`config.mk`:
```
export PLATFORM = sky130hd
export DESIGN_NAME = imu_uart_frame_parser_unit
export DESIGN_NICKNAME = d
export VERILOG_FILES = /design/src/rtl/core/imuf_pkg.sv /design/src/rtl/core/imu_uart_frame_parser_unit.sv /design/src/rtl/core/imuf_frame_sync.sv /design/src/rtl/core/imuf_convert.sv
export SDC_FILE = /design/constraint.sdc
export NUM_CORES = 2
export LEC_CHECK = 0
export ABC_AREA = 1
export BUFFER_PORTS_ARGS = -buffer_cell sky130_fd_sc_hd__buf_2
export CORE_MARGIN = 5
export CORE_UTILIZATION = 60
export CTS_CLUSTER_DIAMETER = 30
export DETAILED_ROUTE_END_ITERATION = 16
export PLACE_DENSITY_LB_ADDON = 0.3
export REMOVE_ABC_BUFFERS = 1
export SYNTH_ARGS = -nofsm -noshare
export SYNTH_HDL_FRONTEND = slang
export SYNTH_SLANG_ARGS = --single-unit
export TNS_END_PERCENT = 20
```
`constraint.sdc`:
```
create_clock -name clk -period 13.75 [get_ports clk]
set_input_delay 3.4375 -clock clk [delete_from_list [all_inputs] [get_ports clk]]
set_output_delay 3.4375 -clock clk [all_outputs]
set_load 0.05 [all_outputs]
```
`src/rtl/core/imuf_pkg.sv`:
```
`timescale 1ns / 1ps

package imuf_pkg;

  localparam logic [7:0] HDR_BYTE   = 8'h55;
  localparam logic [7:0] TYPE_ACCEL = 8'h51;
  localparam logic [7:0] TYPE_GYRO  = 8'h52;
  localparam logic [7:0] TYPE_ANGLE = 8'h53;

  localparam logic [3:0] FRAME_LEN  = 4'd11;
  localparam logic [3:0] FRAME_LAST = 4'd10;
  localparam logic [3:0] TYPE_POS   = 4'd1;
  localparam logic [3:0] DATA_FIRST = 4'd2;
  localparam logic [3:0] DATA_LAST  = 4'd7;

  localparam int RANGE_W  = 5;
  localparam int TRIM_W   = 11;
  localparam int CFG_W    = 11;
  localparam int ACC_P_W  = 22;
  localparam int ACC_M_W  = 35;
  localparam int ACC_Q_W  = 20;
  localparam int ACC_W    = 19;

  localparam logic [0:0] CFG_ACCEL_RANGE = 1'b0;
  localparam logic [0:0] CFG_PITCH_TRIM  = 1'b1;

  localparam logic [RANGE_W-1:0]       ACCEL_RANGE_RST = 5'd16;
  localparam logic signed [TRIM_W-1:0] PITCH_TRIM_RST  = -11'sd200;

  localparam logic [13:0] ACC_SCALE = 14'd9800;
  localparam logic signed [ACC_M_W-1:0] ACC_ROUND = 35'sd32767;
  localparam logic signed [ACC_Q_W-1:0] ACC_Q_MAX = 20'sd262143;
  localparam logic signed [ACC_Q_W-1:0] ACC_Q_MIN = -20'sd262144;

  localparam logic [14:0] ANG_SCALE = 15'd18000;
  localparam logic [15:0] HALF_TURN = 16'd18000;
  localparam logic [15:0] RAW_HALF  = 16'h8000;

  typedef enum logic [2:0] {
    KIND_NONE    = 3'd0,
    KIND_ACCEL   = 3'd1,
    KIND_GYRO    = 3'd2,
    KIND_ANGLE   = 3'd3,
    KIND_UNKNOWN = 3'd4
  } kind_t;

  typedef struct packed {
    logic s2_load;
    logic s3_load;
    logic s4_load;
  } pipe_ctl_t;

  function automatic logic [15:0] angle_cd(logic [15:0] raw);
    logic [30:0] p;
    p = 31'(raw) * 31'(ANG_SCALE);
    return p[30:15];
  endfunction

  function automatic logic [15:0] half_turn(logic [15:0] raw);
    logic [15:0] a;
    a = angle_cd(raw);
    return (raw <= RAW_HALF) ? (a + HALF_TURN) : (a - HALF_TURN);
  endfunction

endpackage

```
`src/rtl/core/imu_uart_frame_parser_unit.sv`:
```
`timescale 1ns / 1ps

// Serial frame parser for a nine-axis inertial sensor. Each input transaction carries one
// received byte; the block hunts for the 0x55 header, collects 11-byte frames and keeps the
// accel, gyro and angle words of the last frame of each type, and every byte produces one
// output transaction with the converted readings as they stand after that byte. One byte is
// taken per clock cycle while the input is not stalled by back-pressure from the output; after
// the input register, each byte's result passes through the frame state register, the
// raw-times-range multiply register and the output register. Configuration writes take effect
// on the next cycle.

module imu_uart_frame_parser_unit (
  input  logic                                   clk,
  input  logic                                   rst_n,
  input  logic                                   in_valid,
  output logic                                   in_stall,
  input  logic [7:0]                             in_rx_byte,
  output logic                                   out_valid,
  input  logic                                   out_stall,
  output logic                                   out_frame_done,
  output logic [2:0]                             out_frame_kind,
  output logic signed [imuf_pkg::ACC_W-1:0]      out_accel_x,
  output logic signed [imuf_pkg::ACC_W-1:0]      out_accel_y,
  output logic signed [imuf_pkg::ACC_W-1:0]      out_accel_z,
  output logic signed [15:0]                     out_gyro_x,
  output logic signed [15:0]                     out_gyro_y,
  output logic signed [15:0]                     out_gyro_z,
  output logic [15:0]                            out_roll_shifted,
  output logic signed [16:0]                     out_pitch_shifted,
  output logic [15:0]                            out_yaw_angle,
  input  logic                                   cfg_we,
  input  logic [0:0]                             cfg_index,
  input  logic [imuf_pkg::CFG_W-1:0]             cfg_wdata
);

  logic                                v1_r, v2_r, v3_r, v4_r;
  logic                                v1_nxt, v2_nxt, v3_nxt, v4_nxt;
  logic                                free1, free2, free3;
  logic                                in_take;
  logic [7:0]                          byte1_r;
  imuf_pkg::pipe_ctl_t                 ctl;
  logic [imuf_pkg::RANGE_W-1:0]        accel_range_r;
  logic signed [imuf_pkg::TRIM_W-1:0]  pitch_trim_r;
  logic                                sync_done;
  imuf_pkg::kind_t                     sync_kind;
  logic [47:0]                         accel_words;
  logic [47:0]                         gyro_words;
  logic [47:0]                         angle_words;

  always_comb begin
    ctl.s4_load = v3_r && (!v4_r || !out_stall);
    free3       = !v3_r || ctl.s4_load;
    ctl.s3_load = v2_r && free3;
    free2       = !v2_r || ctl.s3_load;
    ctl.s2_load = v1_r && free2;
    free1       = !v1_r || ctl.s2_load;
    in_take     = in_valid && free1;
    v1_nxt      = in_take || (v1_r && !ctl.s2_load);
    v2_nxt      = ctl.s2_load || (v2_r && !ctl.s3_load);
    v3_nxt      = ctl.s3_load || (v3_r && !ctl.s4_load);
    v4_nxt      = ctl.s4_load || (v4_r && out_stall);
  end

  always_ff @(posedge clk) begin
    if (!rst_n) begin
      v1_r <= 1'b0;
      v2_r <= 1'b0;
      v3_r <= 1'b0;
      v4_r <= 1'b0;
    end else begin
      v1_r <= v1_nxt;
      v2_r <= v2_nxt;
      v3_r <= v3_nxt;
      v4_r <= v4_nxt;
    end
  end

  always_ff @(posedge clk) begin
    if (in_take) begin
      byte1_r <= in_rx_byte;
    end
  end

  always_ff @(posedge clk) begin
    if (!rst_n) begin
      accel_range_r <= imuf_pkg::ACCEL_RANGE_RST;
      pitch_trim_r  <= imuf_pkg::PITCH_TRIM_RST;
    end else if (cfg_we) begin
      unique case (cfg_index)
        imuf_pkg::CFG_ACCEL_RANGE: accel_range_r <= cfg_wdata[imuf_pkg::RANGE_W-1:0];
        imuf_pkg::CFG_PITCH_TRIM:  pitch_trim_r  <= $signed(cfg_wdata[imuf_pkg::TRIM_W-1:0]);
      endcase
    end
  end

  assign in_stall  = !free1;
  assign out_valid = v4_r;

  imuf_frame_sync u_sync (
    .clk         (clk),
    .rst_n       (rst_n),
    .ctl         (ctl),
    .rx_byte     (byte1_r),
    .done        (sync_done),
    .kind        (sync_kind),
    .accel_words (accel_words),
    .gyro_words  (gyro_words),
    .angle_words (angle_words)
  );

  imuf_convert u_conv (
    .clk           (clk),
    .ctl           (ctl),
    .done          (sync_done),
    .kind          (sync_kind),
    .accel_words   (accel_words),
    .gyro_words    (gyro_words),
    .angle_words   (angle_words),
    .accel_range   (accel_range_r),
    .pitch_trim    (pitch_trim_r),
    .frame_done    (out_frame_done),
    .frame_kind    (out_frame_kind),
    .accel_x       (out_accel_x),
    .accel_y       (out_accel_y),
    .accel_z       (out_accel_z),
    .gyro_x        (out_gyro_x),
    .gyro_y        (out_gyro_y),
    .gyro_z        (out_gyro_z),
    .roll_shifted  (out_roll_shifted),
    .pitch_shifted (out_pitch_shifted),
    .yaw_angle     (out_yaw_angle)
  );

  assert property (@(posedge clk) disable iff (!rst_n)
    out_valid |-> (out_frame_done == (out_frame_kind != imuf_pkg::KIND_NONE)))
    else $error("Frame completion flag disagrees with the frame kind.");

  assert property (@(posedge clk) disable iff (!rst_n)
    in_stall |-> (v1_r && v2_r && v3_r && v4_r && out_stall))
    else $error("Input stalled while the pipeline still has room.");

  assert property (@(posedge clk) disable iff (!rst_n)
    ctl.s2_load |=> v2_r)
    else $error("A byte entered the frame stage but its result was lost.");

endmodule

```
`src/rtl/core/imuf_frame_sync.sv`:
```
`timescale 1ns / 1ps

module imuf_frame_sync (
  input  logic                clk,
  input  logic                rst_n,
  input  imuf_pkg::pipe_ctl_t ctl,
  input  logic [7:0]          rx_byte,
  output logic                done,
  output imuf_pkg::kind_t     kind,
  output logic [47:0]         accel_words,
  output logic [47:0]         gyro_words,
  output logic [47:0]         angle_words
);

  logic [3:0]      bc_r;
  logic [3:0]      bc_nxt;
  logic [3:0]      bc_eff;
  logic [2:0]      data_idx;
  logic [7:0]      type_r;
  logic [7:0]      data_r [6];
  logic            done_r;
  logic            done_nxt;
  imuf_pkg::kind_t kind_r;
  imuf_pkg::kind_t kind_nxt;
  logic [47:0]     accel_r;
  logic [47:0]     gyro_r;
  logic [47:0]     angle_r;
  logic [47:0]     packed_words;
  logic            hdr_ok;
  logic            frame_end;

  always_comb begin
    bc_eff       = (bc_r >= imuf_pkg::FRAME_LEN) ? 4'd0 : bc_r;
    data_idx     = 3'(bc_eff - imuf_pkg::DATA_FIRST);
    hdr_ok       = (bc_eff != 4'd0) || (rx_byte == imuf_pkg::HDR_BYTE);
    frame_end    = hdr_ok && (bc_eff == imuf_pkg::FRAME_LAST);
    packed_words = {data_r[5], data_r[4], data_r[3], data_r[2], data_r[1], data_r[0]};
    done_nxt     = frame_end;
    kind_nxt     = imuf_pkg::KIND_NONE;
    if (!hdr_ok || frame_end) begin
      bc_nxt = 4'd0;
    end else begin
      bc_nxt = bc_eff + 4'd1;
    end
    if (frame_end) begin
      unique case (type_r)
        imuf_pkg::TYPE_ACCEL: kind_nxt = imuf_pkg::KIND_ACCEL;
        imuf_pkg::TYPE_GYRO:  kind_nxt = imuf_pkg::KIND_GYRO;
        imuf_pkg::TYPE_ANGLE: kind_nxt = imuf_pkg::KIND_ANGLE;
        default:              kind_nxt = imuf_pkg::KIND_UNKNOWN;
      endcase
    end
  end

  always_ff @(posedge clk) begin
    if (!rst_n) begin
      bc_r    <= 4'd0;
      done_r  <= 1'b0;
      kind_r  <= imuf_pkg::KIND_NONE;
      accel_r <= '0;
      gyro_r  <= '0;
      angle_r <= '0;
    end else if (ctl.s2_load) begin
      bc_r   <= bc_nxt;
      done_r <= done_nxt;
      kind_r <= kind_nxt;
      if (kind_nxt == imuf_pkg::KIND_ACCEL) begin
        accel_r <= packed_words;
      end
      if (kind_nxt == imuf_pkg::KIND_GYRO) begin
        gyro_r <= packed_words;
      end
      if (kind_nxt == imuf_pkg::KIND_ANGLE) begin
        angle_r <= packed_words;
      end
    end
  end

  always_ff @(posedge clk) begin
    if (ctl.s2_load) begin
      if (bc_eff == imuf_pkg::TYPE_POS) begin
        type_r <= rx_byte;
      end
      if ((bc_eff >= imuf_pkg::DATA_FIRST) && (bc_eff <= imuf_pkg::DATA_LAST)) begin
        data_r[data_idx] <= rx_byte;
      end
    end
  end

  assign done        = done_r;
  assign kind        = kind_r;
  assign accel_words = accel_r;
  assign gyro_words  = gyro_r;
  assign angle_words = angle_r;

  assert property (@(posedge clk) disable iff (!rst_n) bc_r < imuf_pkg::FRAME_LEN)
    else $error("Byte count has run past the frame length.");

  assert property (@(posedge clk) disable iff (!rst_n) done_r |-> (bc_r == 4'd0))
    else $error("A completed frame has not restarted the byte count.");

endmodule

```
`src/rtl/core/imuf_convert.sv`:
```
`timescale 1ns / 1ps

module imuf_convert (
  input  logic                                   clk,
  input  imuf_pkg::pipe_ctl_t                    ctl,
  input  logic                                   done,
  input  imuf_pkg::kind_t                        kind,
  input  logic [47:0]                            accel_words,
  input  logic [47:0]                            gyro_words,
  input  logic [47:0]                            angle_words,
  input  logic [imuf_pkg::RANGE_W-1:0]           accel_range,
  input  logic signed [imuf_pkg::TRIM_W-1:0]     pitch_trim,
  output logic                                   frame_done,
  output logic [2:0]                             frame_kind,
  output logic signed [imuf_pkg::ACC_W-1:0]      accel_x,
  output logic signed [imuf_pkg::ACC_W-1:0]      accel_y,
  output logic signed [imuf_pkg::ACC_W-1:0]      accel_z,
  output logic signed [15:0]                     gyro_x,
  output logic signed [15:0]                     gyro_y,
  output logic signed [15:0]                     gyro_z,
  output logic [15:0]                            roll_shifted,
  output logic signed [16:0]                     pitch_shifted,
  output logic [15:0]                            yaw_angle
);

  logic                                done3_r;
  imuf_pkg::kind_t                     kind3_r;
  logic signed [imuf_pkg::ACC_P_W-1:0] accp_nxt [3];
  logic signed [imuf_pkg::ACC_P_W-1:0] accp3_r  [3];
  logic [15:0]                         gyro3_r  [3];
  logic [15:0]                         roll_nxt;
  logic [15:0]                         roll3_r;
  logic signed [17:0]                  pitch_sum;
  logic [16:0]                         pitch3_r;
  logic [15:0]                         yaw_nxt;
  logic [15:0]                         yaw3_r;

  logic signed [imuf_pkg::ACC_M_W-1:0] accm     [3];
  logic signed [imuf_pkg::ACC_M_W-1:0] accm_adj [3];
  logic signed [imuf_pkg::ACC_Q_W-1:0] accq     [3];
  logic signed [imuf_pkg::ACC_W-1:0]   acc_nxt  [3];
  logic signed [imuf_pkg::ACC_W-1:0]   acc4_r   [3];
  logic                                done4_r;
  imuf_pkg::kind_t                     kind4_r;
  logic [15:0]                         gyro4_r  [3];
  logic [15:0]                         roll4_r;
  logic [16:0]                         pitch4_r;
  logic [15:0]                         yaw4_r;

  always_comb begin
    for (int k = 0; k < 3; k++) begin
      accp_nxt[k] = imuf_pkg::ACC_P_W'($signed(accel_words[16*k +: 16]) *
                                       $signed({1'b0, accel_range}));
    end
    roll_nxt  = imuf_pkg::half_turn(angle_words[15:0]);
    pitch_sum = $signed({2'b00, imuf_pkg::half_turn(angle_words[31:16])}) + 18'(pitch_trim);
    yaw_nxt   = imuf_pkg::angle_cd(angle_words[47:32]);
  end

  always_ff @(posedge clk) begin
    if (ctl.s3_load) begin
      done3_r  <= done;
      kind3_r  <= kind;
      for (int k = 0; k < 3; k++) begin
        accp3_r[k] <= accp_nxt[k];
        gyro3_r[k] <= gyro_words[16*k +: 16];
      end
      roll3_r  <= roll_nxt;
      pitch3_r <= pitch_sum[16:0];
      yaw3_r   <= yaw_nxt;
    end
  end

  // Division by 32768 truncates towards zero as negative products are biased first.
  always_comb begin
    for (int k = 0; k < 3; k++) begin
      accm[k]     = imuf_pkg::ACC_M_W'(accp3_r[k]) * imuf_pkg::ACC_M_W'(imuf_pkg::ACC_SCALE);
      accm_adj[k] = accm[k] + (accm[k][imuf_pkg::ACC_M_W-1] ? imuf_pkg::ACC_ROUND : '0);
      accq[k]     = accm_adj[k][imuf_pkg::ACC_M_W-1:imuf_pkg::ACC_M_W-imuf_pkg::ACC_Q_W];
      priority if (accq[k] > imuf_pkg::ACC_Q_MAX) begin
        acc_nxt[k] = imuf_pkg::ACC_Q_MAX[imuf_pkg::ACC_W-1:0];
      end else if (accq[k] < imuf_pkg::ACC_Q_MIN) begin
        acc_nxt[k] = imuf_pkg::ACC_Q_MIN[imuf_pkg::ACC_W-1:0];
      end else begin
        acc_nxt[k] = accq[k][imuf_pkg::ACC_W-1:0];
      end
    end
  end

  always_ff @(posedge clk) begin
    if (ctl.s4_load) begin
      done4_r  <= done3_r;
      kind4_r  <= kind3_r;
      for (int k = 0; k < 3; k++) begin
        acc4_r[k]  <= acc_nxt[k];
        gyro4_r[k] <= gyro3_r[k];
      end
      roll4_r  <= roll3_r;
      pitch4_r <= pitch3_r;
      yaw4_r   <= yaw3_r;
    end
  end

  assign frame_done    = done4_r;
  assign frame_kind    = kind4_r;
  assign accel_x       = acc4_r[0];
  assign accel_y       = acc4_r[1];
  assign accel_z       = acc4_r[2];
  assign gyro_x        = gyro4_r[0];
  assign gyro_y        = gyro4_r[1];
  assign gyro_z        = gyro4_r[2];
  assign roll_shifted  = roll4_r;
  assign pitch_shifted = pitch4_r;
  assign yaw_angle     = yaw4_r;

endmodule

```
==> results.ini <==
[synthesis]
synthFlopType = edfxtp_1
synth.area.top_cells = edfxtp_1, ha_1, fa_1
synth_warnings = 0
ys_async_sr_fraction = 0
synth-edff-count = 389
synth_area_per_cell_um2 = 8.799
yosysSeqAreaShare = 0.2823
synthCells = 6089
yosys.area.top_type = edfxtp_1
syn_area_um2 = 53580
synthDistinctLibCells = 54
yosysTopAreaCellShare = 0.2180
ys_ff_latch = 561

[flow_run]
drv_cap = 0

[timing]
worst_pin_slew_ns = 1.194
fmax_mhz = 126.5
slew_violations = 0
fin_crit_sh = 0.5747
maxSlewHeadroom = 0.2040
fin_worst_skew_ns = 0.05073
rsz0062_at_grt = no
report.final.hold_viol_count = 0
setup_tns_ns = 0
setup_slack_ns = 5.848
setup_viol_count_final = 0
min_period_ns = 7.902

[hold_path]
hold_class = flop to flop

[placed_design]
hpwlAfterDp_um = 93170
gp_congestion = 0.8945
portBuffers = 184
post_dp_cell_area_um2 = 55710
dp.cells = 7366
post-place-ws_ns = 5.883

[drt]
drt-total-wl_um = 119600
vias = 40380
drtPass1Iterations = 6
antenna_left = 0
via_per_inst = 5.335
initialDrtViolationCount = 2484
post_drt_wl_per_cell_um = 15.81
drc = 0

[grt]
grt_pass1_vias = 41640
grt_use_total = 0.2540
antenna_found_initial = 4
grt_max_degree = 115
overflow = 0
grt_pass1_wl_um = 200300

[die]
rows = 109
die_h_um = 308.8
core_area_um2 = 88510
die_x_um = 308.8
io-pin-count = 185
die-area_um2 = 95370
initial_core_util = 0.6053

[final_layout]
nNetsFinal = 7607
antennaDiodeCount = 0
regArea_um2 = 15130
layout-drive-gt1-share = 0.07806
area_growth_pct = 11.03
final_area_um2 = 59490
fin_cells = 7570
multi_input_area_um2 = 33080
fillCellCount = 6960

[clock_tree]
clkLatencyLatePin_ns = 0.71
cts_tree = yes
cts_root_buf = clkbuf_16
cts_post_setup_buffers_inserted = 0
clock-sinks = 561
cts_resized = 0
cts_inserted_buffers = 108
clk_pin_slew_ns = 0.06
ctsHoldBuffers = 0
h-tree-depth = 3
cts_buffer_depth = 3

[worst_setup_path]
critical_path_peak_fanout = 3
crit_path_start_kind = input pin
worstPathRequired_ns = 10.31
cp_slowest_stage_delay_ns = 0.30
worst-setup-path-type = input pin to primary output
critPathBufInv = 4
crit_path_end_kind = primary output
cpMostUsedCell = nor2_1
cp_cell_sequence = buf_2, nand2_1, nor2_1, inv_1, nor2_1, inv_1, nor2_1, buf_2
cpMaxStageDelayCell = buf_2
cpLargestDelayFamily = buffers and inverters
arrival_ns = 4.46

[status]
status = complete, no violations

[power_and_ir_drop]
vdd_drop_max_uv = 148.2
p_per_area_nw_per_um2 = 171.3
finalPower_mw = 10.19
p_leak_nw = 31.96

==> area by class of cell <==
class / instances / area share
sequential: 561 / 0.2543
tap: 1165 / 0.02450
clock buffer: 121 / 0.04712
inverter: 1335 / 0.08432
timing repair buffer: 198 / 0.01725
multi-input combinational: 4107 / 0.5561
clock inverter: 83 / 0.01641
==> metal layers <==
metal	track usage	share of wire	wire length, um
met2	0.4491	0.49	58580
met4	0.07397	0.027	3199
met1	0.3297	0.43	51530
met3	0.03327	0.053	6324
met5	0	0.00013	16
==> sequential cells by signal, summed over array words and instances (netlist names), 16 cells and up <==
signal	cells
u_conv.gyro4_r	48
u_conv.yaw_angle	16
u_conv.roll3_r	16
u_sync.data_r	48
u_sync.gyro_words	48
u_conv.gyro3_r	48
u_sync.angle_words	48
u_sync.accel_words	48
u_conv.roll_shifted	16
u_conv.acc4_r	57
u_conv.pitch3_r	17
u_conv.yaw3_r	16
u_conv.pitch_shifted	17
u_conv.accp3_r	66
==> power by group <==
part / switching [mW] / internal (mW)
Clock: 0.997 / 1.67
Sequential: 0.0377 / 1.98
Combinational: 3.74 / 1.77
==> path summary, 6_finish.rpt <==
path	from	to	slack, ns	depth (start not counted)
hold reg to reg	u_conv.kind3_r[2]$_DFFE_PP_	u_conv.frame_kind[2]$_DFFE_PP_	0.40	0
setup reg to reg	u_sync.angle_words[22]$_SDFFE_PN0P_	u_conv.pitch3_r[16]$_DFFE_PP_	6.35	32
setup / recovery	out_stall	in_stall	5.85	8
hold / removal	u_conv.kind3_r[2]$_DFFE_PP_	u_conv.frame_kind[2]$_DFFE_PP_	0.40	0
==> stage by stage <==
| step | util | hold slack, ns |
|---|---|---|
| after detailed placement | 0.6294 | 0.4045 |
| after CTS | 0.6721 | 0.4055 |
| after global placement | 0.6294 | 0.4012 |
| after global routing | 0.6721 | 0.4053 |
| final | 0.6721 | 0.4031 |
| after floorplan | - | 0.4003 |
==> synthesized netlist by cell type (14+ instances only) <==
master	instances
nand3b_1	14
a21oi_1	298
nand2_1	1118
o21ai_0	223
xnor2_1	61
nor3_1	32
edfxtp_1	389
xor2_1	146
nand2_2	31
dfxtp_1	172
nand2_4	14
a211oi_1	53
fa_1	435
inv_1	1330
nand3_1	183
nand3_2	14
a21o_1	16
clkbuf_1	72
nand4_1	38
o21bai_1	26
ha_1	836
nor2_1	454
==> cells by family after synthesis <==
kind of cell / after synthesis / synth area share
AOI/OAI and AO/OA: 680 / 0.07090
xor gates and xnor gates: 210 / 0.03475
adders and majority gates: 1271 / 0.3578
buffers and inverters: 1421 / 0.1008
DFF: 561 / 0.2823
and+or+nand+nor: 1946 / 0.1535
==> placed cells by master, fill, tap and decap left out, types with 13 or more instances in the layout <==
cell	instances
nand3_2	14
nor3_1	32
clkbuf_16	109
inv_6	23
nand2_1	1117
nand3b_1	14
a31oi_1	13
o21bai_1	26
edfxtp_1	389
a211oi_1	53
inv_1	1329
nor2_1	453
nand4_1	38
nand3_1	182
nor2_2	14
buf_2	184
fa_1	435
o21ai_0	223
xnor2_1	61
nand2_4	14
buf_4	14
a21oi_1	297
dfxtp_1	169
a21o_1	16
nand2_2	32
xor2_1	146
ha_1	836
Power figures use the tool's default switching activity.
